--- src/hdl/mrcc_pkg.sv ---
// Shared types, constants and helper functions for the MPU region checker.
// Used by mrcc_cell and mpu_region_config_checker; depends on nothing.
`default_nettype none
package mrcc_pkg;

    localparam int MAX_REGIONS_DEF = 8;
    localparam int SUBREGION_COUNT = 8;
    localparam logic [31:0] ATTR_LOW_MASK  = 32'h0000_FFFF;
    localparam logic [31:0] RBAR_ADDR_MASK = 32'hFFFF_FFE0;
    localparam logic [31:0] MIN_REGION     = 32'd32;
    localparam logic [31:0] MIN_SUB_REGION = 32'd256;
    localparam logic [3:0]  REGION_COUNT_RST    = 4'd8;
    localparam logic [2:0]  PARTITION_COUNT_RST = 3'd3;

    typedef enum logic [1:0] {
        OP_CONFIG     = 2'd0,
        OP_CONFIG_SRD = 2'd1,
        OP_ENABLE     = 2'd2,
        OP_DISABLE    = 2'd3
    } op_t;

    typedef enum logic {
        CFG_REGION_COUNT    = 1'b0,
        CFG_PARTITION_COUNT = 1'b1
    } cfg_idx_t;

    typedef enum logic [1:0] {
        ST_IDLE  = 2'd0,
        ST_SCAN  = 2'd1,
        ST_CHAIN = 2'd2,
        ST_DONE  = 2'd3
    } state_t;

    typedef struct packed {
        logic [31:0] base;
        logic [31:0] size;
        logic [31:0] attr;
        logic [7:0]  srd;
        logic        en;
    } entry_t;

    typedef struct packed {
        logic [31:0] base;
        logic [32:0] end_addr;
        logic        whole;
        logic [3:0]  nid;
        logic [2:0]  part_cnt;
        logic [4:0]  eff_cnt;
    } req_t;

    typedef struct packed {
        logic        start;
        logic        step;
        logic [2:0]  sub;
        logic        chain;
        logic        wr;
        logic        wr_cfg;
        logic        wr_en_val;
        entry_t      wr_entry;
    } ctrl_t;

    function automatic logic [4:0] size_log2(input logic [31:0] s);
        logic [4:0] lg;
        lg = '0;
        for (int i = 0; i < 32; i++)
        begin
            if (s[i])
            begin
                lg = lg | 5'(i);
            end
        end
        return lg;
    endfunction

    function automatic logic valid_size(input logic [31:0] s);
        return (s >= MIN_REGION) && ((s & (s - 32'd1)) == 32'd0);
    endfunction

    function automatic logic [31:0] size_enc(input logic [31:0] s);
        logic [4:0] lgm1;
        lgm1 = size_log2(s) - 5'd1;
        return valid_size(s) ? {26'd0, lgm1, 1'b0} : 32'd0;
    endfunction

endpackage
`default_nettype wire

--- src/hdl/mrcc_cell.sv ---
// One region cell of the checker chain: holds one table entry and tests it
// against the pending request. Depends on mrcc_pkg.
`default_nettype none
module mrcc_cell #(
    parameter int ID = 0
) (
    input  wire                 clk,
    input  wire                 rst_n,
    input  mrcc_pkg::ctrl_t     ctrl,
    input  mrcc_pkg::req_t      req,
    input  wire                 carry_in,
    output logic                carry_out,
    output mrcc_pkg::entry_t    entry
);

    mrcc_pkg::entry_t entry_reg;
    mrcc_pkg::entry_t entry_next;
    logic [32:0] lo_reg;
    logic [32:0] lo_next;
    logic        hit_reg;
    logic        hit_next;
    logic        carry_reg;
    logic        carry_next;

    logic [32:0] b1;
    logic [32:0] b2;
    logic [32:0] e2;
    logic [32:0] u2;
    logic        ext;
    logic        whole;
    logic        sub_hit;
    logic        allowed;
    logic        conflict;
    logic        is_me;
    logic [4:0]  id5;

    always_comb
    begin
        id5     = 5'(ID);
        is_me   = ({1'b0, req.nid} == id5);
        b1      = {1'b0, req.base};
        b2      = {1'b0, entry_reg.base};
        e2      = b2 + {1'b0, entry_reg.size};
        u2      = {4'd0, entry_reg.size[31:3]};
        ext     = (req.end_addr > 33'h1_0000_0000) || ((req.end_addr > b2) && (e2 > b1));
        whole   = req.whole || (entry_reg.size < mrcc_pkg::MIN_SUB_REGION);
        sub_hit = !entry_reg.srd[ctrl.sub] && (lo_reg < req.end_addr) && (b1 < lo_reg + u2);
        allowed = (id5 < req.eff_cnt) && (id5 != 5'd0) && (req.nid != 4'd0)
                  && ({1'b0, req.nid} > {2'd0, req.part_cnt})
                  && (id5 <= {2'd0, req.part_cnt})
                  && ({1'b0, req.nid} == id5 + {2'd0, req.part_cnt});
        conflict = !is_me && (entry_reg.size != 32'd0) && ext && (whole || hit_reg) && !allowed;

        lo_next    = lo_reg;
        hit_next   = hit_reg;
        carry_next = carry_reg;
        entry_next = entry_reg;
        if (ctrl.start)
        begin
            lo_next    = b2;
            hit_next   = 1'b0;
            carry_next = 1'b0;
        end
        else if (ctrl.step)
        begin
            lo_next  = lo_reg + u2;
            hit_next = hit_reg | sub_hit;
        end
        else if (ctrl.chain)
        begin
            carry_next = carry_in | conflict;
        end
        if (ctrl.wr && is_me)
        begin
            if (ctrl.wr_cfg)
            begin
                entry_next = ctrl.wr_entry;
            end
            else
            begin
                entry_next.en = ctrl.wr_en_val;
            end
        end
    end

    always_ff @(posedge clk or negedge rst_n)
    begin
        if (!rst_n)
        begin
            entry_reg <= '0;
            carry_reg <= 1'b0;
            hit_reg   <= 1'b0;
        end
        else
        begin
            entry_reg <= entry_next;
            carry_reg <= carry_next;
            hit_reg   <= hit_next;
        end
    end

    always_ff @(posedge clk)
    begin
        lo_reg <= lo_next;
    end

    assign carry_out = carry_reg;
    assign entry     = entry_reg;

endmodule
`default_nettype wire

--- config.mk ---
export PLATFORM = sky130hd
export DESIGN_NAME = mrcc_cell
export DESIGN_NICKNAME = d
export VERILOG_FILES = /design/src/hdl/mrcc_pkg.sv /design/src/hdl/mrcc_cell.sv
export SDC_FILE = /design/constraint.sdc
export NUM_CORES = 1
export LEC_CHECK = 0
export BUFFER_PORTS_ARGS = -buffer_cell sky130_fd_sc_hd__buf_2
export CAP_MARGIN = 10
export CELL_PAD_IN_SITES_DETAIL_PLACEMENT = 0
export CELL_PAD_IN_SITES_GLOBAL_PLACEMENT = 1
export CORE_MARGIN = 1.5
export CORE_UTILIZATION = 40
export DETAILED_ROUTE_END_ITERATION = 10
export MAX_ROUTING_LAYER = met4
export PLACE_DENSITY = 0.82
export SLEW_MARGIN = 20
export SYNTH_ARGS = -nofsm -noshare
export SYNTH_HDL_FRONTEND = slang
export SYNTH_SLANG_ARGS = --single-unit
--- constraint.sdc ---
create_clock -name clk -period 4.3 [get_ports clk]
set_input_delay 0.215 -clock clk [delete_from_list [all_inputs] [get_ports clk]]
set_output_delay 0.215 -clock clk [all_outputs]
set_load 0.1 [all_outputs]
After elaboration in Yosys (flattened, before gate mapping) --
Cells that the tools add are included.
Storage, ports and cells: output and inout bits 106, bits of input ports 195, bits in registers 140, bits in read-only memories 0, RAM bits 0, logic and storage cells 49, memories 0, bits in latches 0
Operators by class: divide/modulo/power cells 0, add/subtract/negate cells 2, order comparisons 7, equal/unequal tests 1, reductions and logical operators 18, muxes and demuxes 10, multipliers 0, bitwise gates (word level) 2, shift operators 0
Operator list (number):
- $gt A33 B32 Y1 | 2
- $mux W32 | 2
- $add A32 B32 Y33 | 1
- $add A33 B29 Y33 | 1
- $gt A33 B33 Y1 const B | 1
- $lt A32 B33 Y1 | 1
- $lt A33 B33 Y1 | 1
- $lt A32 B9 Y1 const B | 1
- $reduce_bool A32 Y1 | 1
- $logic_and A1 B1 Y1 | 7
- $mux W1 | 7
- $logic_not A4 Y1 | 1
- $lt A3 B4 Y1 const B | 1
- $reduce_and A2 Y1 | 2
- $reduce_bool A2 Y1 | 2
- $bmux W1 S3 | 1
- $logic_or A1 B1 Y1 | 3
- $logic_not A1 Y1 | 2
- $ne A2 B1 Y1 const B | 1
- $or A1 B1 Y1 | 2

Longest topological paths before layout --
depth in word-level cells 10, depth in mapped cells 21, gate-level depth less buffers 21

Worst setup path before layout --
No wires, ideal clock.
kind flip-flop to flip-flop, start point register entry_reg, in the netlist entry[73], end point register carry_reg, in the netlist carry_out, setup time 0.125 ns, data arrival time 4.517 ns, path slack -0.342 ns, path buffers 0, clock period less this slack 4.642 ns, cell stages (with the launch flop) 21, data required time 4.175 ns, path through dfrtp_1 -> ha_1 -> inv_1 -> fa_1 -> nor2b_1 -> o21ai_1 -> a21o_1 -> a211oi_2 -> o311ai_1 -> o211a_1 -> o31a_1 -> o21ai_1 -> xor2_1 -> ha_1 -> and4_1 -> nand2_1 -> nor2_1 -> a221oi_1 -> o21bai_1 -> a21oi_1 -> a2111oi_0
Between the ends: longest elaborated chain between the ends 10, elaborated cells between the ends (all ways) 11, those cells by class 1 x add/sub; 2 x order compare; 3 x mux; 1 x bitwise; 4 x reduce/logical
RTL lines:
- start, declared | line mrcc_cell.sv:16 | mrcc_pkg::entry_t entry_reg;
- start signal, assigned | line mrcc_cell.sv:96 | entry_reg <= entry_next;
- $add A32 B32 Y33 | line mrcc_cell.sv:43 | e2 = b2 + {1'b0, entry_reg.size};
- $gt A33 B32 Y1 | line mrcc_cell.sv:45 | ext = (req.end_addr > 33'h1_0000_0000) || ((req.end_addr > b2) && (e2 > b1));
- $logic_and A1 B1 Y1 (*) | line mrcc_cell.sv:45
- $logic_or A1 B1 Y1 (*) | line mrcc_cell.sv:45
- $logic_and A1 B1 Y1 (*) (2 in series) | line mrcc_cell.sv:52 | conflict = !is_me && (entry_reg.size != 32'd0) && ext && (whole || hit_reg) && !allowed;
- $or A1 B1 Y1 (*) | line mrcc_cell.sv:71 | carry_next = carry_in | conflict;
- $mux W1 (*) | line mrcc_cell.sv:69 | else if (ctrl.chain)
- $mux W1 (*) | line mrcc_cell.sv:64 | else if (ctrl.step)
- $mux W1 (*) | line mrcc_cell.sv:58 | if (ctrl.start)
- end signal, assigned | line mrcc_cell.sv:97 | carry_reg <= carry_next;
- end, declared | line mrcc_cell.sv:22 | logic carry_reg;
Every way passes the cells marked *; elsewhere a longest branch is shown, timed or not. The select of a mux whose other input is x is not followed. A chain may end at the register's enable or synchronous reset.

Worst setup path in the final report --
start point register lo_reg[0], end point register hit_reg
Between the ends: longest elaborated chain between the ends 6, elaborated cells between the ends (all ways) 8, those cells by class 1 x add/sub; 2 x order compare; 2 x mux; 1 x bitwise; 2 x reduce/logical
RTL lines:
- start, declared | line mrcc_cell.sv:18 | logic [32:0] lo_reg;
- start signal, assigned | line mrcc_cell.sv:104 | lo_reg <= lo_next;
- $add A33 B29 Y33 or $lt A33 B33 Y1 (tied branches) | line mrcc_cell.sv:47 | sub_hit = !entry_reg.srd[ctrl.sub] && (lo_reg < req.end_addr) && (b1 < lo_reg + u2);
- $lt A32 B33 Y1 or $logic_and A1 B1 Y1 (tied branches) | line mrcc_cell.sv:47
- $logic_and A1 B1 Y1 (*) | line mrcc_cell.sv:47
- $or A1 B1 Y1 (*) | line mrcc_cell.sv:67 | hit_next = hit_reg | sub_hit;
- $mux W1 (*) | line mrcc_cell.sv:64
- $mux W1 (*) | line mrcc_cell.sv:58
- end signal, assigned | line mrcc_cell.sv:98 | hit_reg <= hit_next;
- end, declared | line mrcc_cell.sv:20 | logic hit_reg;
Marked as above.

==> metrics <==
residual DRC count=0; combinational power share=~65%; largest net degree at the start of global routing=108; DRT Wirelength=40.1 mm; Cell Pwr Density=632 nW/um2; CTS tree=done; vias in the first global route=11600; YS warnings=0; Reg area=3680 um2; via/cell ratio=roughly 5.3; Seq/Total Area, Yosys=31.4%; hold slack=0.0202 ns; share of power burned in registers=20.5%; total global routing overflow=0; Core Box Area=28700 um2; Crit path depth=19; CTS max path bufs=2; Final TNS setup=-0.106 ns; Worst Hold Depth=2; Post-synth EDFFs=32; Inst Count DP=between 1500 and 2000; area share of the leading cell type in the synthesized netlist=23.0%; period utilisation layout=102%; Switching Share=around half; Max Clock Freq=0.227 GHz; RSZ-0062 raised after global routing=yes; Synth Register Bits=140; die area=30100 um2; CTS H-tree depth=4; cell accounting for the most synthesized area=dfrtp_1; global router's overall resource usage=approximately 28%; CTS Buf Count=17; worst r2r src=lo_reg[0]$_DFFE_PP_; crit start category=flip-flop; Sw Pwr=slightly above 5 mW; main flop type after synthesis=dfrtp_1; Root Driver=clkbuf_16; crit-path max cell delay=0.44 ns; fin crit period=4.41 ns; Nets=2066; synth top area cells=dfrtp_1, ha_1, mux2_2; Critical path buffers and inverters=2; syn avg cell area=9.71 um2; sinks on the clock net=140; WS Path Type=reg -> reg; Hold Crit Class=in -> reg; worst slack, placed=-0.445 ns; hold path endpoint=entry[14]$_DFFE_PN0P_; io pins=about 300; post-synth net total=1584; CP max FO=3; Crit path required time=around 4.7 ns; DR WL/cell=19.3 um; peak supply drop=between 0.4 and 0.5 mV; initial antenna violation count=2; Slew Viols, Final=0; drt first pass iters=5; share of layout cells above drive strength 1=between 30% and 40%; clock power share=14.8%; R2R Path End=hit_reg$_DFFE_PN0P_; Vert. Die Dim=174 um; dpl hpwl=between 30 and 40 mm; Port Buffers=292; Initial Util=40.6%; Setup-failing EPs final=1; Post-synth ARST share=76.4%; multi-input logic area=7640 um2; hold wc startpoint=ctrl[14]; clock skew=0.0126 ns; max reg flops=105; Mapped Cells=1199; Fill cells=~2600; floorplan row count=62; Crit. End Element=flip-flop; mapped cell area=11600 um2; failing checks=negative setup slack; Pleak=8.28 nW; DIE WIDTH=approximately 170 um; Clk pin slew, worst setup/hold paths=0.07 ns; final setup slack of the worst path=-0.106 ns; Int Pwr=5.06 mW; Max Cap Violations=0; final hold violations=0; GPL Wtd Cong=0.895; critical path, cell by cell=ha_4 -> fa_2 -> a21o_1 -> and4_4 -> o21ai_4 -> buf_6 -> o211ai_4 -> a311oi_4 -> o21a_1 -> buf_4 -> o311ai_2 -> xnor2_1 -> ha_1 -> a211oi_2 -> nand2_1 -> or3b_4 -> o21ai_2 -> a21oi_1 -> o2bb2ai_1; worst slew pin tran=0.986 ns; Unique masters post-synth=69; Pwr Total=10.1 mW; worst skew pair latency=~0.45 ns; worst reg2reg path depth=19; first-pass GRT wire length=around 62 mm; Vias=11000; area grow syn2layout=37.7%; status=finished with violations; non-filler instance count after layout=between 2000 and 2500; critical path's top delay family=compound AO/OA/AOI/OAI gates; Crit-path slowest cell=edfxtp_1; 1st-iter DRT viols=570; Detail Route Antenna Nets=0; Data arrival, critical path=4.78 ns; Max-slew headroom=34.0%; flop2flop setup slack=-0.11 ns
cells in the mapped netlist (27+ instances only):
cell type,number
a21oi_1,86
nor2_1,37
edfxtp_1,32
nand4_1,27
o21ai_0,59
nand2_1,73
inv_1,119
xnor2_1,36
mux2_2,105
ha_1,188
dfrtp_1,107
a21o_1,61
layer usage:
| layer | share of wire (%) | GRT usage, % | vias up |
|---|---|---|---|
| met3 | 6.7 | 6.38 | 64 |
| met2 | 48 | 46.1 | 376 |
| met5 | 0 | - | - |
| met1 | 43 | 33.0 | 5220 |
| li1 | - | - | 5372 |
| met4 | 2.7 | 9.12 | 0 |
cells in the final DEF (no fill, tap or decap), drive strengths merged, types with 62 or more instances in the layout:
| cell type | count |
|---|---|
| buf | 398 |
| ha | 188 |
| inv | 123 |
| dfrtp | 107 |
| mux2 | 105 |
| dlygate4sd3 | 92 |
| a21oi | 88 |
| nand2 | 73 |
| o21ai | 69 |
| a21o | 62 |
worst max-delay path by stage:
stage                          startpoint                     to  slack [ns]
finish                lo_reg[0]$_DFFE_PP_    hit_reg$_DFFE_PN0P_       -0.11
global route          lo_reg[0]$_DFFE_PP_    hit_reg$_DFFE_PN0P_       -0.27
CTS                 entry[41]$_DFFE_PN0P_  carry_out$_DFFE_PN0P_       0.003
detailed placement    lo_reg[0]$_DFFE_PP_    hit_reg$_DFFE_PN0P_       -0.45
global placement    entry[44]$_DFFE_PN0P_    hit_reg$_DFFE_PN0P_       -0.32
floorplan           entry[73]$_DFFE_PN0P_  carry_out$_DFFE_PN0P_       -0.03
logic make-up (layout without fill, tap and decap cells):
logic type,count (synthesis),after routing,synth area share (%)
XOR/XNOR,59,59,4.44
adder cells (fa/ha/maj),190,190,20.6
buffers and inverters,147,642,4.78
multiplexers,112,112,11.0
AO/OA/AOI/OAI,313,313,17.6
AND/OR/NAND/NOR,238,238,10.2
flip-flops,140,140,31.4
other,0,2,0
power groups by stage:
stage | registers (mW) | clock network (mW) | logic [mW]
global route | 2.12 | 1.57 | 7.13
floorplan | 3.45 | 0 | 3.01
detailed placement | 2.09 | 0 | 6.14
finish | 2.08 | 1.50 | 6.56
global placement | 2.08 | 0 | 6.06
CTS | 2.07 | 1.52 | 6.34
cell type report:
| class | count | area share (%) |
|---|---|---|
| Clock buffer | 20 | 2.72 |
| Timing Repair Buffer | 490 | 19.9 |
| Clock inverter | 12 | 0.859 |
| Sequential cell | 140 | 23.0 |
| Tap cell | 384 | 3.00 |
| Multi-Input combinational cell | 912 | 47.7 |
| Antenna cell | 2 | 0.0312 |
| Inverter | 120 | 2.81 |
per-stage QoR:
step | utilization, % | instance area [um2]
after global routing | 55.8 | 16000
after detailed placement | 49.5 | 14200
final | 55.8 | 16000
after CTS | 55.1 | 15800
after global placement | 49.5 | 14200
after floorplan | - | 11700
timing repair:
action	CTS	global route
buffers inserted	5	12
gates resized for setup	18	25
hold buffers	92	0
endpoints found under the hold margin	198	0
pin swaps	13	31
endpoints found under the setup margin	2	2
Power figures use the tool's default switching activity.
